--- config.mk ---
export PLATFORM = sky130hd
export DESIGN_NAME = moving_average_pressure_sensor_top
export DESIGN_NICKNAME = d
export VERILOG_FILES = /design/src/mavg_pkg.sv /design/src/moving_average_pressure_sensor_top.sv /design/src/mavg_ring.sv
export SDC_FILE = /design/constraint.sdc
export NUM_CORES = 1
export LEC_CHECK = 0
export ABC_AREA = 1
export ABC_CLOCK_PERIOD_IN_PS = 6200
export BUFFER_PORTS_ARGS = -buffer_cell sky130_fd_sc_hd__buf_2
export CORE_AREA = 2 2 230 232
export DETAILED_ROUTE_END_ITERATION = 10
export DIE_AREA = 0 0 232 234
export GPL_ROUTABILITY_DRIVEN = 0
export PLACE_DENSITY = 0.61
export SYNTH_ARGS = -nofsm -noshare
export SYNTH_HDL_FRONTEND = slang
export SYNTH_HIERARCHICAL = 1
export SYNTH_SLANG_ARGS = --single-unit
--- constraint.sdc ---
create_clock -name clk -period 6.2 [get_ports clk]
set_input_delay 0.31 -clock clk [delete_from_list [all_inputs] [get_ports clk]]
set_output_delay 0.31 -clock clk [all_outputs]
set_load 0.01 [all_outputs]
--- src/mavg_pkg.sv ---
// Shared types and constants for the moving average pressure block.
`default_nettype none

package mavg_pkg;

    localparam int CODE_W  = 10;
    localparam int GAIN_W  = 16;
    localparam int PRESS_W = 16;
    localparam int CFG_W   = 16;

    localparam logic [CODE_W-1:0]  CLAMP_RESET  = 10'd613;
    localparam logic [GAIN_W-1:0]  GAIN_RESET   = 16'd4761;
    localparam logic [PRESS_W-1:0] OFFSET_RESET = 16'hFC6E;

    typedef enum logic [1:0] {
        CFG_CLAMP_MAX = 2'd0,
        CFG_GAIN_Q16  = 2'd1,
        CFG_OFFSET_Q8 = 2'd2
    } cfg_index_t;

    typedef struct packed {
        logic              full;
        logic [CODE_W-1:0] oldest;
    } ring_rd_t;

endpackage

`default_nettype wire

--- src/moving_average_pressure_sensor_top.sv ---
// Top level: clamp, ring, running sum, average and fixed-point pressure pipeline.
//
//  channel | signals                                   | role
//  --------+-------------------------------------------+---------------------------
//  in      | in_valid, in_stall, sample                | one raw sample per beat
//  out     | out_valid, out_stall, average_code,       | one result per input beat
//          | pressure_q8                               |
//  cfg     | cfg_we, cfg_index, cfg_data               | register writes, no wait
//
// One beat per cycle while in_stall is low; a taken sample's valid passes v1_reg to v4_reg, then out_valid.
// The ring slot is read and written in the same cycle; the sum update is one add and subtract into sum_reg.
// Reset clears sum, ring position and fill count; ring contents need no clear.
// out_stall with a result pending freezes the whole pipe and raises in_stall.
`default_nettype none

module moving_average_pressure_sensor_top #(
    parameter int AVG_DEPTH   = 16,
    parameter int SAMPLE_BITS = 10
) (
    input  wire logic                          clk,
    input  wire logic                          rst_n,
    input  wire logic                          in_valid,
    output logic                               in_stall,
    input  wire logic [SAMPLE_BITS-1:0]        sample,
    output logic                               out_valid,
    input  wire logic                          out_stall,
    output logic [mavg_pkg::CODE_W-1:0]        average_code,
    output logic signed [mavg_pkg::PRESS_W-1:0] pressure_q8,
    input  wire logic                          cfg_we,
    input  wire logic [1:0]                    cfg_index,
    input  wire logic [mavg_pkg::CFG_W-1:0]    cfg_data
);
    import mavg_pkg::*;

    localparam int CMP_W   = (SAMPLE_BITS > CODE_W) ? SAMPLE_BITS : CODE_W;
    localparam int SUM_W   = $clog2(AVG_DEPTH * 1023 + 1);
    localparam int DIV_K   = SUM_W + $clog2(AVG_DEPTH);
    localparam int RECIP_W = SUM_W + 1;
    localparam int PROD_W  = SUM_W + RECIP_W;
    localparam int MUL_W   = CODE_W + GAIN_W;
    localparam int SCL_W   = MUL_W - 8;
    localparam int P_W     = SCL_W + 2;
    localparam logic [RECIP_W-1:0] RECIP = RECIP_W'(
        ((64'd1 << DIV_K) + 64'(AVG_DEPTH) - 64'd1) / 64'(AVG_DEPTH));

    logic [CODE_W-1:0]  clamp_max_reg;
    logic [GAIN_W-1:0]  gain_q16_reg;
    logic [PRESS_W-1:0] offset_q8_reg;

    logic adv;
    logic accept;
    logic v1_reg, v2_reg, v3_reg, v4_reg, out_valid_reg;

    logic [CMP_W-1:0]  samp_ext;
    logic [CODE_W-1:0] clamped;
    logic [CODE_W-1:0] s1_sample_reg;
    ring_rd_t          ring_rd;

    logic [SUM_W-1:0]  sum_reg;
    logic [SUM_W-1:0]  sum_next;
    logic [PROD_W-1:0] quot_reg;
    logic [CODE_W-1:0] avg3;
    logic [CODE_W-1:0] avg4_reg;
    logic [MUL_W-1:0]  mult_reg;

    logic [SCL_W-1:0]      scaled;
    logic signed [P_W-1:0] p_full;
    logic [PRESS_W-1:0]    p_sat;
    logic [CODE_W-1:0]     average_code_reg;
    logic [PRESS_W-1:0]    pressure_reg;

    // configuration
    always_ff @(posedge clk or negedge rst_n)
    begin
        if (!rst_n)
        begin
            clamp_max_reg <= CLAMP_RESET;
            gain_q16_reg  <= GAIN_RESET;
            offset_q8_reg <= OFFSET_RESET;
        end
        else if (cfg_we)
        begin
            case (cfg_index)
                CFG_CLAMP_MAX: clamp_max_reg <= cfg_data[CODE_W-1:0];
                CFG_GAIN_Q16:  gain_q16_reg  <= cfg_data[GAIN_W-1:0];
                CFG_OFFSET_Q8: offset_q8_reg <= cfg_data[PRESS_W-1:0];
                default:       ;
            endcase
        end
    end

    assign adv      = !(out_valid_reg && out_stall);
    assign accept   = in_valid && adv;
    assign in_stall = !adv;

    // stage 0: clamp and ring access
    assign samp_ext = CMP_W'(sample);
    assign clamped  = (samp_ext > CMP_W'(clamp_max_reg)) ? clamp_max_reg
                                                        : samp_ext[CODE_W-1:0];

    mavg_ring #(
        .AVG_DEPTH(AVG_DEPTH)
    ) u_ring (
        .clk    (clk),
        .rst_n  (rst_n),
        .wr_en  (accept),
        .wr_data(clamped),
        .rd     (ring_rd)
    );

    always_ff @(posedge clk or negedge rst_n)
    begin
        if (!rst_n)
        begin
            v1_reg        <= 1'b0;
            v2_reg        <= 1'b0;
            v3_reg        <= 1'b0;
            v4_reg        <= 1'b0;
            out_valid_reg <= 1'b0;
            sum_reg       <= '0;
        end
        else if (adv)
        begin
            v1_reg        <= accept;
            v2_reg        <= v1_reg;
            v3_reg        <= v2_reg;
            v4_reg        <= v3_reg;
            out_valid_reg <= v4_reg;
            if (v1_reg)
            begin
                sum_reg <= sum_next;
            end
        end
    end

    // stage 1: running sum
    assign sum_next = sum_reg + SUM_W'(s1_sample_reg)
                    - (ring_rd.full ? SUM_W'(ring_rd.oldest) : '0);

    // stage 3 quotient bits
    assign avg3 = quot_reg[DIV_K +: CODE_W];

    // stage 4: scale, offset, saturate
    assign scaled = mult_reg[MUL_W-1:8];
    assign p_full = $signed({2'b00, scaled})
                  + $signed({{(P_W-PRESS_W){offset_q8_reg[PRESS_W-1]}}, offset_q8_reg});

    always_comb
    begin
        if (p_full > $signed(P_W'(32767)))
        begin
            p_sat = 16'h7FFF;
        end
        else if (p_full < -$signed(P_W'(32768)))
        begin
            p_sat = 16'h8000;
        end
        else
        begin
            p_sat = p_full[PRESS_W-1:0];
        end
    end

    always_ff @(posedge clk)
    begin
        if (adv)
        begin
            if (accept)
            begin
                s1_sample_reg <= clamped;
            end
            if (v2_reg)
            begin
                quot_reg <= PROD_W'(sum_reg) * PROD_W'(RECIP);
            end
            if (v3_reg)
            begin
                avg4_reg <= avg3;
                mult_reg <= MUL_W'(avg3) * MUL_W'(gain_q16_reg);
            end
            if (v4_reg)
            begin
                average_code_reg <= avg4_reg;
                pressure_reg     <= p_sat;
            end
        end
    end

    assign out_valid    = out_valid_reg;
    assign average_code = average_code_reg;
    assign pressure_q8  = $signed(pressure_reg);

endmodule

`default_nettype wire

--- src/mavg_ring.sv ---
// Sample ring: one slot read (oldest) and written (newest) per beat, plus fill tracking.
`default_nettype none

module mavg_ring #(
    parameter int AVG_DEPTH = 16
) (
    input  wire logic                      clk,
    input  wire logic                      rst_n,
    input  wire logic                      wr_en,
    input  wire logic [mavg_pkg::CODE_W-1:0] wr_data,
    output mavg_pkg::ring_rd_t             rd
);
    import mavg_pkg::*;

    localparam int PW = (AVG_DEPTH > 1) ? $clog2(AVG_DEPTH) : 1;
    localparam int FW = $clog2(AVG_DEPTH + 1);

    logic [CODE_W-1:0] mem [AVG_DEPTH];
    logic [PW-1:0]     pos_reg;
    logic [PW-1:0]     pos_next;
    logic [FW-1:0]     fill_reg;
    logic [FW-1:0]     fill_next;
    logic              full;
    logic              full_reg;
    logic [CODE_W-1:0] oldest_reg;

    assign full = (fill_reg == FW'(AVG_DEPTH));

    always_comb
    begin
        pos_next  = pos_reg;
        fill_next = fill_reg;
        if (wr_en)
        begin
            pos_next = (pos_reg == PW'(AVG_DEPTH - 1)) ? '0 : pos_reg + PW'(1);
            if (!full)
            begin
                fill_next = fill_reg + FW'(1);
            end
        end
    end

    always_ff @(posedge clk or negedge rst_n)
    begin
        if (!rst_n)
        begin
            pos_reg  <= '0;
            fill_reg <= '0;
            full_reg <= 1'b0;
        end
        else
        begin
            pos_reg  <= pos_next;
            fill_reg <= fill_next;
            if (wr_en)
            begin
                full_reg <= full;
            end
        end
    end

    // read returns the old slot contents while the new sample lands
    always_ff @(posedge clk)
    begin
        if (wr_en)
        begin
            oldest_reg   <= mem[pos_reg];
            mem[pos_reg] <= wr_data;
        end
    end

    assign rd = '{full: full_reg, oldest: oldest_reg};

`ifndef SYNTHESIS
    a_fill_bound: assert property (@(posedge clk) disable iff (!rst_n)
        fill_reg <= FW'(AVG_DEPTH))
        else $error("fill count above depth");

    a_fill_step: assert property (@(posedge clk) disable iff (!rst_n)
        wr_en && !full |=> fill_reg == $past(fill_reg) + FW'(1))
        else $error("fill count did not advance");

    a_full_flag: assert property (@(posedge clk) disable iff (!rst_n)
        wr_en |=> full_reg == $past(full))
        else $error("full flag does not match fill count");

    a_pos_bound: assert property (@(posedge clk) disable iff (!rst_n)
        32'(pos_reg) < AVG_DEPTH)
        else $error("ring position out of range");
`endif

endmodule

`default_nettype wire

==> impl_metrics.yaml <==
clock_tree:
  postCtsHoldBufs: 3
  clock_path_buffers: 3
  clock_latency_ns: 0.58
  cts_tree: "built"
  ctsResizeCount: 0
  cts_max_level: 2
  cts_setup_buffers: 0
  cts_num_sinks: 315
  numCtsBuffers: 38
  clk_pin_slew_worst_paths_ns: 0.06
  clockRootBuffer: "clkbuf_16"
critical_path:
  timing.critical_path.cells: "buf_4 > nand2_1 > fa_1 > inv_1 > fa_1 > fa_1 > fa_1 > inv_1 > fa_1 > inv_1 > ha_1 > nand2_1 > nor2_1 > nand4_1 > o21ai_0 > nand2_1 > nand3_1 > nand2_1"
  cp.arrival_ns: 5.76
  worstPathRequired_ns: 6.53
  slowest_delay_ns: 0.62
  worstSetupPathType: "register to register"
  start_kind: "register"
  cpMostUsedCell: "fa_1"
  worst_path_max_delay_cell: "edfxtp_1"
  path_max_fanout: 10
  endpoint_kind: "register"
cells_and_area:
  drive_gt1_share_pct: 7.93
  antennaDiodeCount: 0
  finish.instance_area_um2: 22600
  area_growth_pct: 10.5
  final_nets: 2614
  largest_reg_flops: 160
place:
  post_dp_cell_area_um2: 21300
  io_buffers: 60
  hpwlAfterDp_mm: 34.4
floorplan:
  core_area_um2: 52000
  ioPinCount: 61
  die_h_um: 234
  num_rows: 84
  initial_core_util_pct: 39.4
  dieArea_um2: 54300
  die_x_um: 232
route:
  num_vias: 14700
  antenna_left: 0
  wl_per_cell_um: 15.9
  dr.pass1.iters: 5
  routed_wl_mm: 48.9
  first_iter_violations: 1042
  drc_errors: 0
  vias_per_cell: 4.80
synthesis:
  synth_ff_type: "edfxtp_1"
  synth_warnings: 6
  syn_area_um2: 20500
  synth_nets: 2580
  yosysUniqueCellTypes: 43
  synth.avg_cell_area_um2: 8.83
  yosysSeqAreaShare_pct: 44.6
  synth_cells: 2319
  synth_edf_count: 244
  ys_async_sr_fraction_pct: 22.5
  ys_seq_elements: 315
min_path:
  hold_class: "input port to register"
timing:
  maxSlewViolCount: 0
  final_hold_viol_count: 0
  setup_viol: 0
  slew_headroom_pct: 14.7
  rsz0062_at_grt: "no"
  period_share_pct: 87.7
  fin_tns_setup_ns: 0
  fmax_mhz: 184
  fin_skew_ns: 0.0219
  fin_crit_ns: 5.43
  tightest_slew_ns: 1.28
status:
  run_status: "finished, final reports clean"
run:
  maxCapViolations: 0
global_route:
  track_usage_pct: 18.2
  grt_start_max_net_pins: 83
  grt_pass1_wl_mm: 76.8
  grt_pass1_vias: 14300
  grt_antenna_before_repair: 0
  grt_overflow: 0
-- kinds of logic (layout without fill, tap and decap cells) --
| kind of cell | count (synthesis) | count (layout) | synth area share, % |
|---|---|---|---|
| DFF | 315 | 315 | 44.6 |
| buffers and inverters | 623 | 687 | 12.0 |
| AOI/OAI and AO/OA | 180 | 180 | 4.83 |
| adders and majority gates | 228 | 228 | 18.3 |
| xor gates and xnor gates | 44 | 44 | 1.88 |
| and+or+nand+nor | 929 | 929 | 18.3 |
-- area by class of cell --
class | instances | area (um^2)
well taps | 688 | 861
multi-input cells | 1381 | 8920
fillers | 5008 | 29400
clock buffers | 45 | 977
flip-flops and latches | 315 | 9130
inverters | 541 | 2030
repair buffers | 76 | 430
clock inverters | 25 | 289
-- metal layers --
| metal | GRT usage [%] | vias up | wire [um] |
|---|---|---|---|
| met5 | 0 | - | 0 |
| met4 | 5.39 | 0 | 1360 |
| met3 | 2.77 | 86 | 2670 |
| met2 | 29.7 | 417 | 22500 |
| met1 | 25.3 | 7062 | 22400 |
| li1 | - | 7181 | - |
-- through the flow --
step                hold slack, ns  instances  utilization (%)  setup WS, ns
floorplan                   0.0144       2319                -          1.22
global placement             0.229       2998             41.0         0.889
detailed placement           0.228       2998             41.0         0.826
CTS                         0.0178       3071             43.5         0.805
global route                0.0354       3071             43.5         0.508
finish                      0.0317       3071             43.5         0.766
-- placed cells by master, fill, tap and decap left out, drive strengths merged, types with 18 or more instances in the layout --
cell and instances:
nor2 70, inv 548, xor2 26, o21ai 89
edfxtp 244, nand3 114, buf 73, ha 108
xnor2 18, nand2 716, a21oi 54, fa 120
dfstp 22, dfrtp 49, clkbuf 45
-- cell usage after synthesis, drive strengths merged, types with 2 or more instances --
cell / n / area, um^2
nand2: 716 / 2720
inv: 541 / 2030
edfxtp: 244 / 7330
fa: 120 / 2400
nand3: 114 / 591
ha: 108 / 1350
o21ai: 89 / 445
nor2: 70 / 270
a21oi: 54 / 274
dfrtp: 49 / 1230
clkbuf: 48 / 191
buf: 34 / 245
xor2: 26 / 228
dfstp: 22 / 578
xnor2: 18 / 158
nand4: 11 / 68.8
nor3: 9 / 45.0
o21bai: 9 / 67.6
a21o: 8 / 60.1
a31oi: 8 / 50.1
o21a: 4 / 30.0
a21boi: 3 / 22.5
nand3b: 3 / 22.5
and3: 2 / 12.5
nor4: 2 / 12.5
o31ai: 2 / 15.0
-- critical path: cells and delay by family (launching register included) --
kind	cells	cell delay (ns)
adder cells (fa/ha/maj)	6	2.88
AND/OR/NAND/NOR	7	0.79
flip-flops	1	0.62
AO/OA/AOI/OAI	1	0.48
buffers and inverters	4	0.43
-- path summary, 6_finish.rpt --
path                                             start                            to  slack, ns  depth (start not counted)
worst max-delay path            quot_reg[20]$_DFFE_PP_        mult_reg[22]$_DFFE_PP_       0.77                         18
worst min-delay path                          in_valid            v1_reg$_DFFE_PN0N_       0.03                          3
worst max register to register  quot_reg[20]$_DFFE_PP_        mult_reg[22]$_DFFE_PP_       0.77                         18
worst min register to register   avg4_reg[4]$_DFFE_PP_     average_code[4]$_DFFE_PP_       0.42                          0
max in group asynchronous                        rst_n  gain_q16_reg[15]$_DFFE_PN0P_       4.97                          3
min in group asynchronous                        rst_n        sum_reg[0]$_DFFE_PN0P_       0.18                          2
Power is left out: the tool's default activity adds up to more than one toggle a clock period on the data nets, which glitch-free logic cannot reach.
